### src/rtl/per_column_quality_histogram_stats_macros.svh
// assertion macros
`ifndef PER_COLUMN_QUALITY_HISTOGRAM_STATS_MACROS_SVH
`define PER_COLUMN_QUALITY_HISTOGRAM_STATS_MACROS_SVH
`ifndef SYNTHESIS
`define PCQ_ASSERT_IMP(label, clk, rst_n, a, c, msg) \
	label: assert property (@(posedge clk) disable iff (!rst_n) (a) |-> (c)) else $error(msg);
`define PCQ_ASSERT_NXT(label, clk, rst_n, a, c, msg) \
	label: assert property (@(posedge clk) disable iff (!rst_n) (a) |=> (c)) else $error(msg);
`else
`define PCQ_ASSERT_IMP(label, clk, rst_n, a, c, msg)
`define PCQ_ASSERT_NXT(label, clk, rst_n, a, c, msg)
`endif
`endif

### src/rtl/pcqhs_pkg.sv
package pcqhs_pkg;
	localparam int CNT_W = 48;
	localparam int SUM_W = 57;
	localparam int CLASSES = 6;
	localparam logic [1:0] REG_QOFS = 2'd0;
	localparam logic [1:0] REG_MINQ = 2'd1;
	localparam logic [1:0] REG_MODE = 2'd2;
	localparam logic signed [7:0] EMPTY_MIN = 8'sd100;
	localparam logic signed [7:0] EMPTY_MAX = -8'sd100;

	typedef enum logic [3:0] {
		ST_CLEAR, ST_IDLE, ST_UPD_RD, ST_UPD_WR, ST_Q_RD, ST_Q_WALK, ST_Q_FIN, ST_OUT
	} state_t;

	typedef struct packed {
		logic [6:0] quality_offset;
		logic signed [6:0] bin0_qual;
		logic fastq_mode;
	} cfg_t;

	function automatic logic [2:0] decode_base(input logic [7:0] ch);
		logic [2:0] r;
		r = 3'd0;
		case (ch)
			8'h41, 8'h61: r = 3'd1;
			8'h43, 8'h63: r = 3'd2;
			8'h47, 8'h67: r = 3'd3;
			8'h54, 8'h74: r = 3'd4;
			8'h4E, 8'h6E: r = 3'd5;
			default: r = 3'd0;
		endcase
		return r;
	endfunction

	function automatic logic signed [7:0] sat8(input logic signed [10:0] v);
		logic signed [7:0] r;
		if (v > 11'sd127) r = 8'sd127;
		else if (v < -11'sd128) r = -8'sd128;
		else r = v[7:0];
		return r;
	endfunction
endpackage

### src/rtl/pcqhs_cfg.sv
module pcqhs_cfg (
	input logic clk,
	input logic arst_n,
	input logic psel,
	input logic penable,
	input logic pwrite,
	input logic [3:0] paddr,
	input logic [31:0] pwdata,
	output logic [31:0] prdata,
	output logic pready,
	output pcqhs_pkg::cfg_t cfg
);
	pcqhs_pkg::cfg_t cfg_q;
	logic [1:0] idx;
	assign idx = paddr[3:2];
	assign pready = 1'b1;
	assign cfg = cfg_q;

	always_ff @(posedge clk or negedge arst_n) begin
		if (!arst_n) begin
			cfg_q.quality_offset <= 7'd33;
			cfg_q.bin0_qual <= 7'sd0;
			cfg_q.fastq_mode <= 1'b1;
		end else if (psel && penable && pwrite) begin
			case (idx)
				pcqhs_pkg::REG_QOFS: cfg_q.quality_offset <= pwdata[6:0];
				pcqhs_pkg::REG_MINQ: cfg_q.bin0_qual <= pwdata[6:0];
				pcqhs_pkg::REG_MODE: cfg_q.fastq_mode <= pwdata[0];
				default: ;
			endcase
		end
	end

	always_comb begin
		case (idx)
			pcqhs_pkg::REG_QOFS: prdata = {25'd0, cfg_q.quality_offset};
			pcqhs_pkg::REG_MINQ: prdata = {25'd0, cfg_q.bin0_qual};
			pcqhs_pkg::REG_MODE: prdata = {31'd0, cfg_q.fastq_mode};
			default: prdata = 32'd0;
		endcase
	end
endmodule

### config.mk
export PLATFORM = sky130hd
export DESIGN_NAME = pcqhs_cfg
export DESIGN_NICKNAME = d
export VERILOG_FILES = /design/src/rtl/per_column_quality_histogram_stats_macros.svh /design/src/rtl/pcqhs_pkg.sv /design/src/rtl/pcqhs_cfg.sv
export SDC_FILE = /design/constraint.sdc
export NUM_CORES = 1
export LEC_CHECK = 0
export BUFFER_PORTS_ARGS = -buffer_cell sky130_fd_sc_hd__buf_2
export CAP_MARGIN = 20
export CORE_MARGIN = 3
export CORE_UTILIZATION = 25
export CTS_BUF_LIST = sky130_fd_sc_hd__clkbuf_8
export CTS_CLUSTER_SIZE = 24
export DETAILED_ROUTE_END_ITERATION = 10
export GPL_ROUTABILITY_DRIVEN = 0
export PLACE_DENSITY = 0.68
export SLEW_MARGIN = 0
export SYNTH_ARGS = -nofsm -noshare
export SYNTH_HDL_FRONTEND = slang
export SYNTH_SLANG_ARGS = --single-unit
### constraint.sdc
create_clock -name clk -period 2.1 [get_ports clk]
set_input_delay 0.105 -clock clk [delete_from_list [all_inputs] [get_ports clk]]
set_output_delay 0.105 -clock clk [all_outputs]
set_load 0.1 [all_outputs]
==> results.md, run 1 <==
* Iteration-0 DRC Markers at 3
* CTS max path bufs at 2
* Total gr overflow at 0
* Htree depth at 1
* Clock transition at the registers of the reported paths at ~0.060 ns
* HPWL Detailed at 1420 µm
* CTS tree: built
* CP Max Fanout at 3
* Least-Margin Pin Slew at 0.669 ns
* FF+latch area at 379 µm²
* Max Clock Freq at 669 MHz
* 1st-pass router iterations at 2
* Commonest non-fill, non-tap cell in the layout: buf_2
* Total track usage at 8.88%
* Setup TNS after final layout at 0 ns
* Multi-input logic area at about 450 µm²
* Status: completed
* FP Rows at 21
* Pwr Density at approximately 1600 mW/mm²
* Cells after Synth at 80
* Dpl cells at roughly 160
* Via/cell ratio at between 3 and 4
* Antenna violations before repair at 0
* ANT nets after route at 0
* Routed length on met3 at around 150 µm
* Worst Clk Skew at 0 ns
* RSZ-0062 raised after global routing: no
* Max incr delay on CP at approximately 0.53 ns
* Slew Viols, Final at 0
* Vias in the first global route at ~650
* Post-Syn Area at roughly 940 µm²
* Highest metal used: met4
* Top cell type's share of synthesized area at a little under a third
* Most frequent cells in the layout: 35 x buf_2, 26 x conb_1, 12 x dfrtp_1
* Metal-1 WL at around 700 µm
* Crit share post-route at 71.2%
* Switching part of the total at a little over three fifths
* Routed len/inst at between 10 and 15 µm
* Synth-to-layout area growth at 19.0%
* Max Cap Viol at 0
* Initial Utilization at 27.2%
* Crit path required time at 2.00 ns
* Flop pwr share at 23.7%
* Root Driver: clkbuf_8
* Slew margin rel. at between 50% and 60%
* Data arrival, critical path at approximately 1.4 ns
* Register area share after synthesis at between 40% and 50%
* Remaining DRCs at 0
* Post-synthesis register bit count at 15
* CP endpoint kind: output pin
* Post-route minimum period at around 1.5 ns
* Slowest cell on crit path: dfstp_2
* I/O pin count at 89
* Clock power share at between 10% and 20%
* Combinational share of power at a little under two thirds
* Library cells used by synthesis at 16
* # nets final at around 160
* CP Class: reg2out
* Max reg flops at 15
* DIE WIDTH at ~67 µm
* Port Buf Inserts at 35
* NetSw at ~1100 µW
* Synth top area cells: dfrtp_1 32%, buf_4 22%, mux2_4 11%
* Post-CTS Setup Repair Bufs at 0
* Synth warn at 0
* Die Span Y at 67.4 µm
* Pleak at around 0.00061 µW
* Worst Setup Start Kind: register
* Die ar. at 0.00454 mm²
* Core Area at about 0.0035 mm²
* CP Cell Sequence: mux2i_1, o21ai_2, buf_2
* WL met2 at roughly 900 µm
* Clock sinks at 15
* Pint at around 660 µW
* # setup viols final at 0
* # diodes at 0
* Largest net degree at the start of global routing at 16
* Post-Syn Area per Cell at about 12 µm²
* Via count of the routed design at 628
* CTS buffer count at 3
* Total wire length at between 1500 and 2000 µm
* Clk_lat worst skew at roughly 0.24 ns
* Share of cells above drive strength 1 at a little under three fifths
* FILL cells at 365
* Hold violation count in the final report at 0
* Area leader, netlist: dfrtp_1
* Post-route insts no fill at between 150 and 200
* Hold Path Class: in2reg
* First-pass GRT wire length at roughly 3000 µm
* Peak supply drop at approximately 740 µV
==> critical path: cells and delay by family (launching register included) <==
family	cells	cell delay, ns
AOI/OAI and AO/OA	1	0.11
buffers and inverters	1	0.43
DFF	1	0.53
muxes	1	0.08
==> stage by stage <==
step | util, % | cell area, µm² | total power [µW] | worst slack (ns) | hold WS (ns)
after floorplan | - | 1050 | 1450 | 0.0227 | -0.191
after global routing | 32.3 | 1120 | 1840 | 0.547 | 0.0956
after detailed placement | 30.7 | 1060 | 1540 | 0.581 | 0.0244
after global placement | 30.7 | 1060 | 1530 | 0.613 | 0.0200
after CTS | 32.3 | 1120 | 1780 | 0.586 | 0.0995
final | 32.3 | 1120 | 1760 | 0.605 | 0.104
==> area by class of cell <==
cell class / instances / area share, %
Clock buffer: 3 / 3.68
Clock inverter: 1 / 0.446
Multi-Input combinational cell: 60 / 40.4
Sequential cell: 15 / 33.8
Tap cell: 46 / 5.13
Timing Repair Buffer: 36 / 16.5
==> Yosys cell counts, drive strengths merged <==
master   n
nor3     1
nand3b   1
o21ai    1
conb     2
nor3b    1
nor2     6
mux2    15
nand3    1
buf     29
dfstp    3
mux2i    7
or3b     1
dfrtp   12
==> worst paths after layout <==
path | slack (ns) | cells past startpoint | to | startpoint
worst max-delay path | 0.61 | 3 | prdata[0] | cfg[8]$_DFFE_PN1P_
worst min-delay path | 0.10 | 2 | cfg[3]$_DFFE_PN0P_ | pwdata[2]
worst max register to register | 1.33 | 1 | cfg[7]$_DFFE_PN0P_ | cfg[7]$_DFFE_PN0P_
worst min register to register | 0.54 | 1 | cfg[14]$_DFFE_PN0P_ | cfg[14]$_DFFE_PN0P_
max in group asynchronous | 1.52 | 2 | cfg[8]$_DFFE_PN1P_ | arst_n
min in group asynchronous | 0.28 | 2 | cfg[10]$_DFFE_PN0P_ | arst_n
==> power groups by stage <==
stage / combinational [µW] / sequential [µW] / clock (µW)
finish: 1120 / 418 / 227
global route: 1150 / 430 / 257
CTS: 1120 / 420 / 237
detailed placement: 1120 / 422 / 0
global placement: 1110 / 417 / 0
floorplan: 530 / 918 / 0
==> per-layer routing <==
layer | GRT usage [%] | vias to the layer above
li1 | - | 281
met5 | 0 | -
met1 | 9.39 | 298
met4 | 5.32 | 0
met3 | 0.998 | 4
met2 | 16.7 | 45
==> logic make-up (layout without fill, tap and decap cells) <==
kind of cell	Yosys count	in the layout	synth area share (%)
AND/OR/NAND/NOR	11	11	7.04
AO/OA/AOI/OAI	1	1	0.531
buffers and inverters	29	40	23.2
other	2	26	0.797
multiplexers	22	22	28.2
flip-flops	15	15	40.2
==> what timing repair did <==
action / in CTS / in global routing
hold endpoints to repair: 12 / 0
resized for setup: 0 / 0
hold buffers: 1 / 0
Power figures use the tool's default switching activity.
==> run 2, diff against run 1 <==
==> constraint.sdc (replaced) <==
create_clock -name clk -period 1.55 [get_ports clk]
set_input_delay 0.0775 -clock clk [delete_from_list [all_inputs] [get_ports clk]]
set_output_delay 0.0775 -clock clk [all_outputs]
set_load 0.1 [all_outputs]
==> run 2 against run 1 <==
Effect of this change: critical path depth did not move; largest cell class unchanged; utilization up 3.1 points; largest power group unchanged; critical path type unchanged; sequential power grew 40%.
==> results.md, run 2 (synthesized netlist as in run 1, its figures left out) <==
* Clock transition at the registers of the reported paths at 0.06 ns (about the same)
* Dpl cells at 159 (+1.9%)
* Setup TNS after final layout at 0 ns (unchanged)
* Crit path required time at 1.47 ns (-0.53 ns)
* CTS buffer count at 3 (unchanged)
* CP endpoint kind: output pin
* First-pass GRT wire length at 2990 µm (+0.47%)
* Share of cells above drive strength 1 at 68.6% (+11 points)
* Min-delay src: pwdata[4]
* Fin util at 35.5% (+3.1 points)
* ANT nets after route at 0 (unchanged)
* Via/cell ratio at 3.84 (-1.7%)
* Placed inst area at 0.00117 mm² (+10%)
* Antenna violations before repair at 0 (unchanged)
* Total gr overflow at 0 (unchanged)
* Total wire length at 1880 µm (+5.0%)
* Synth-to-layout area growth at 30.5%
* Remaining DRCs at 0 (unchanged)
* Status: completed
* CTS max path bufs at 2 (unchanged)
* CTS tree: built
* Finished Cell Area at 0.00123 mm² (+9.7%)
* Root Driver: clkbuf_8
* Die Span Y at 67.4 µm (unchanged)
* Initial Utilization at 27.2% (unchanged)
* Port Buf Inserts at 35 (unchanged)
* # setup viols final at 0 (unchanged)
* 1st-pass router iterations at 2 (unchanged)
* Hold EP: cfg[5]$_DFFE_PN0P_
* Most frequent cells in the layout: 33 x buf_2, 26 x conb_1, 12 x dfrtp_2
* Largest net degree at the start of global routing at 16 (unchanged)
* Via count of the routed design at 629 (+0.16%)
* Post-route minimum period at roughly 1.4 ns
* R2r worst-path depth at 1 (unchanged)
* Clk_lat worst skew at 0.24 ns (about the same)
* CP Max Fanout at 3 (unchanged)
* Max Clock Freq at 721 MHz
* Crit share post-route at 89.5%
* Max reg flops at 15 (unchanged)
* Routed len/inst at 11.5 µm (+3.1%)
* Post-CTS Resized at 0 (unchanged)
* Iteration-0 DRC Markers at 4 (+1)
* Commonest non-fill, non-tap cell in the layout: buf_2
* Hold depth at 2 (unchanged)
* Core Area at 0.00347 mm² (unchanged)
* # diodes at 0 (unchanged)
* FP Rows at 21 (unchanged)
* Data arrival, critical path at 1.31 ns (-0.08 ns)
* CP Class: reg2out
* R2R Setup Slk at 0.74 ns (-0.59 ns)
* Fin Hold WS at 0.0781 ns (-0.0261 ns)
* I/O pin count at 89 (unchanged)
* Worst Setup Start Kind: register
* Htree depth at 1 (unchanged)
* DIE WIDTH at 67.4 µm (unchanged)
* Post-route insts no fill at 164 (+1.9%)
* Hold violation count in the final report at 0 (unchanged)
* Pwr Density at 2020 mW/mm² (+28%)
* # nets final at 160 (+1.9%)
* Slew Viols, Final at 0 (unchanged)
* Die ar. at 0.00454 mm² (unchanged)
* Clock sinks at 15 (unchanged)
* Hold Path Class: in2reg
* FF-to-FF End: cfg[13]$_DFFE_PN1P_
* HPWL Detailed at 1530 µm (+8.1%)
* Max Cap Viol at 0 (unchanged)
* RSZ-0062 raised after global routing: no
* Vias in the first global route at 630 (-2.5%)
* Reg2reg start: cfg[13]$_DFFE_PN1P_
* Pleak at 0.000620 µW (+2.4%)
* Total track usage at 8.75% (-0.14 points)
* Peak supply drop at 961 µV (+31%)
* Worst Clk Skew at 0 ns (unchanged)
run 2: cell types whose count changed in the layout (fill, tap and decap cells not counted), sizes merged:
| cell | before | now |
|---|---|---|
| buf | 35 | 38 |
run 2: area by class of cell:
cell class	count	area, µm²
fill	367	2240
multi-input combinational	60	490
sequential	15	398
timing repair buffer	39	238
tap	46	57.6
clock buffer	3	41.3
clock inverter	1	5.00
run 2: worst max path at each step:
stage	from	end	slack [ns]	depth (start not counted)
2_1_floorplan	cfg[8]$_DFFE_PN1P_	prdata[0]	-0.15	2
3_3_place_gp	pwrite	cfg[5]$_DFFE_PN0P_	0.17	4
3_5_place_dp	pwrite	cfg[4]$_DFFE_PN0P_	0.17	4
4_1_cts	cfg[13]$_DFFE_PN1P_	prdata[5]	0.15	3
5_1_grt	cfg[13]$_DFFE_PN1P_	prdata[5]	0.11	3
6_report	cfg[13]$_DFFE_PN1P_	prdata[5]	0.16	3
run 2: routing by layer:
layer	wire (µm)	share of wire, %	track usage (%)	vias to the layer above
met1	801	43	10.6	296
li1	-	-	-	290
met4	0	0	3.04	0
met5	0	0	0	-
met3	182	9.7	1.66	0
met2	895	48	15.3	43
run 2: report_power, final:
part	total, µW	internal [µW]	switching [µW]
Sequential	584	514	69.7
Clock	309	178	131
Combinational	1590	259	1330
Total	2480	950	1530
run 2: critical path: stages, from the launching register on:
cell	delay [ns]
dfstp_4	0.62
mux2i_1	0.11
nor2_4	0.16
buf_12	0.18
run 2: metrics by stage:
stage	setup WS, ns	power, µW
after detailed placement	0.173	2180
after floorplan	-0.152	2010
after CTS	0.149	2500
after global routing	0.114	2580
final	0.162	2480
after global placement	0.168	2160
run 2: what timing repair did:
item / CTS / global route
endpoints found under the hold margin: 12 / 0
hold buffers: 1 / 0
setup buffers: 0 / 0
==> run 3, diff against run 2 <==
--- a/config.mk
+++ b/config.mk
@@ -10,10 +10,12 @@
 export CORE_MARGIN = 3
 export CORE_UTILIZATION = 25
 export CTS_BUF_LIST = sky130_fd_sc_hd__clkbuf_8
+export CTS_CLUSTER_DIAMETER = 120
 export CTS_CLUSTER_SIZE = 24
 export DETAILED_ROUTE_END_ITERATION = 10
 export GPL_ROUTABILITY_DRIVEN = 0
 export PLACE_DENSITY = 0.68
+export RECOVER_POWER = 50
 export SLEW_MARGIN = 0
 export SYNTH_ARGS = -nofsm -noshare
 export SYNTH_HDL_FRONTEND = slang
==> run 3 against run 2 <==
Effect of this change: register-to-register slack lost 0.02 ns; design area is 1.6% lower; critical endpoint unchanged; combinational power hardly changed; clock skew unchanged; critical path type unchanged.
==> results.md, run 3 (synthesized netlist as in run 1, its figures left out) <==
* Crit share post-route at 89.9% (+0.37 points)
* # diodes at 0 (unchanged)
* Die Span Y at 67.4 µm (unchanged)
* CP Class: reg2out
* Slowest cell on crit path: dfstp_4
* Share of cells above drive strength 1 at 64.4% (-4.2 points)
* Pleak at 0.000601 µW (-3.1%)
* Slew Viols, Final at 0 (unchanged)
* Hold depth at 2 (unchanged)
* Post-route minimum period at 1.39 ns (+0.00579 ns)
* Routed len/inst at 11.6 µm (+1.2%)
* Status: completed
* Total gr overflow at 0 (unchanged)
* Slew margin rel. at between 40% and 50%
* CP Cell Sequence: mux2i_1, nor2_4, buf_12
* Total wire length at 1900 µm (+1.2%)
* Most frequent cells in the layout: 32 x buf_2, 26 x conb_1, 12 x dfrtp_2
* Fin util at 34.9% (-0.58 points)
* Data arrival, critical path at 1.32 ns (about the same)
* FF-to-FF End: cfg[6]$_DFFE_PN0P_
* Pwr Total at 2460 µW (-0.67%)
* First-pass GRT wire length at 2990 µm (unchanged)
* Root Driver: clkbuf_8
* Port Buf Inserts at 35 (unchanged)
* Die ar. at 0.00454 mm² (unchanged)
* Least-Margin Pin Slew at 0.790 ns
* RSZ-0062 raised after global routing: no
* Max Cap Viol at 0 (unchanged)
* HPWL Detailed at 1530 µm (unchanged)
* R2r worst-path depth at 1 (unchanged)
* I/O pin count at 89 (unchanged)
* CTS tree: built
* Post-CTS Resized at 0 (unchanged)
* CP Max Fanout at 3 (unchanged)
* Clock transition at the registers of the reported paths at 0.06 ns (about the same)
* Min-delay src: pwdata[4]
* Via/cell ratio at 3.85 (+0.32%)
* CTS buffer count at 3 (unchanged)
* Max incr delay on CP at 0.62 ns (about the same)
* Peak supply drop at 960 µV (about the same)
* Max reg flops at 15 (unchanged)
* Commonest non-fill, non-tap cell in the layout: buf_2
* Top delay family on crit path: flip-flops
* # nets final at 160 (unchanged)
* Via count of the routed design at 631 (+0.32%)
* Worst Setup Start Kind: register
* Reg2reg start: cfg[6]$_DFFE_PN0P_
* Pwr Density at 2040 mW/mm² (+0.97%)
* DIE WIDTH at 67.4 µm (unchanged)
* Hold EP: cfg[5]$_DFFE_PN0P_
* Crit path required time at 1.47 ns (about the same)
* CP Buf/Inv Count at 1 (unchanged)
* Hold violation count in the final report at 0 (unchanged)
* Fin Hold WS at 0.0574 ns (-0.0207 ns)
* Max Clock Freq at 718 MHz (-0.42%)
* Core Area at 0.00347 mm² (unchanged)
* Antenna violations before repair at 0 (unchanged)
* Initial Utilization at 27.2% (unchanged)
* 1st-pass router iterations at 2 (unchanged)
* Hold Path Class: in2reg
* Total track usage at 8.75% (unchanged)
* Synth-to-layout area growth at 28.4%
* Largest net degree at the start of global routing at 16 (unchanged)
* Iteration-0 DRC Markers at 3 (-1)
* Worst Clk Skew at 0 ns (unchanged)
* Remaining DRCs at 0 (unchanged)
* R2R Setup Slk at 0.72 ns (-0.02 ns)
* ANT nets after route at 0 (unchanged)
* Htree depth at 1 (unchanged)
* Clk_lat worst skew at 0.24 ns (about the same)
* Clock sinks at 15 (unchanged)
* CTS max path bufs at 2 (unchanged)
* FP Rows at 21 (unchanged)
* # setup viols final at 0 (unchanged)
* Vias in the first global route at 630 (unchanged)
* CP endpoint kind: output pin
* Crit path depth at 3 (unchanged)
* FILL cells at 372 (+1.4%)
run 3: cell types whose count changed in the layout (fill, tap and decap cells not counted), sizes merged:
| cell | previous run | this run |
|---|---|---|
| buf | 38 | 36 |
| clkbuf | 3 | 5 |
run 3: power by group:
group,switching (µW),internal [µW]
clock,131,178
combinational,1330,243
sequential,69.4,514
run 3: final cells by class:
| type | instances | area [µm²] | area share, % |
|---|---|---|---|
| multi-input combinational | 60 | 474 | 39.2 |
| clock inverter | 1 | 5.00 | 0.414 |
| sequential | 15 | 398 | 32.9 |
| timing repair buffer | 39 | 234 | 19.3 |
| clock buffer | 3 | 41.3 | 3.41 |
| tap | 46 | 57.6 | 4.76 |
run 3: per-layer routing:
metal | wire length [µm] | GRT usage [%] | up-vias
li1 | - | - | 287
met1 | 801 | 10.6 | 301
met2 | 919 | 15.3 | 43
met3 | 181 | 1.66 | 0
met4 | 0 | 3.04 | 0
met5 | 0 | 0 | -
run 3: worst max path at each step:
stage / startpoint / end / slack [ns]
after CTS: cfg[13]$_DFFE_PN1P_ / prdata[5] / 0.15
after global routing: cfg[13]$_DFFE_PN1P_ / prdata[5] / 0.11
after detailed placement: pwrite / cfg[4]$_DFFE_PN0P_ / 0.17
final: cfg[13]$_DFFE_PN1P_ / prdata[5] / 0.16
after floorplan: cfg[8]$_DFFE_PN1P_ / prdata[0] / -0.15
after global placement: pwrite / cfg[5]$_DFFE_PN0P_ / 0.17
run 3: timing repair:
action                                 4_1_cts  5_1_grt
hold buffers                                 1        0
endpoints found under the hold margin       12        0
buffers inserted                             0        0
run 3: per-stage QoR:
step | std cells | setup TNS (ns) | setup slack (ns) | instance area, µm²
2_1_floorplan | 104 | -0.152 | -0.152 | 1110
3_3_place_gp | 159 | 0 | 0.168 | 1170
3_5_place_dp | 159 | 0 | 0.173 | 1170
4_1_cts | 164 | 0 | 0.149 | 1230
5_1_grt | 164 | 0 | 0.106 | 1210
6_report | 164 | 0 | 0.157 | 1210
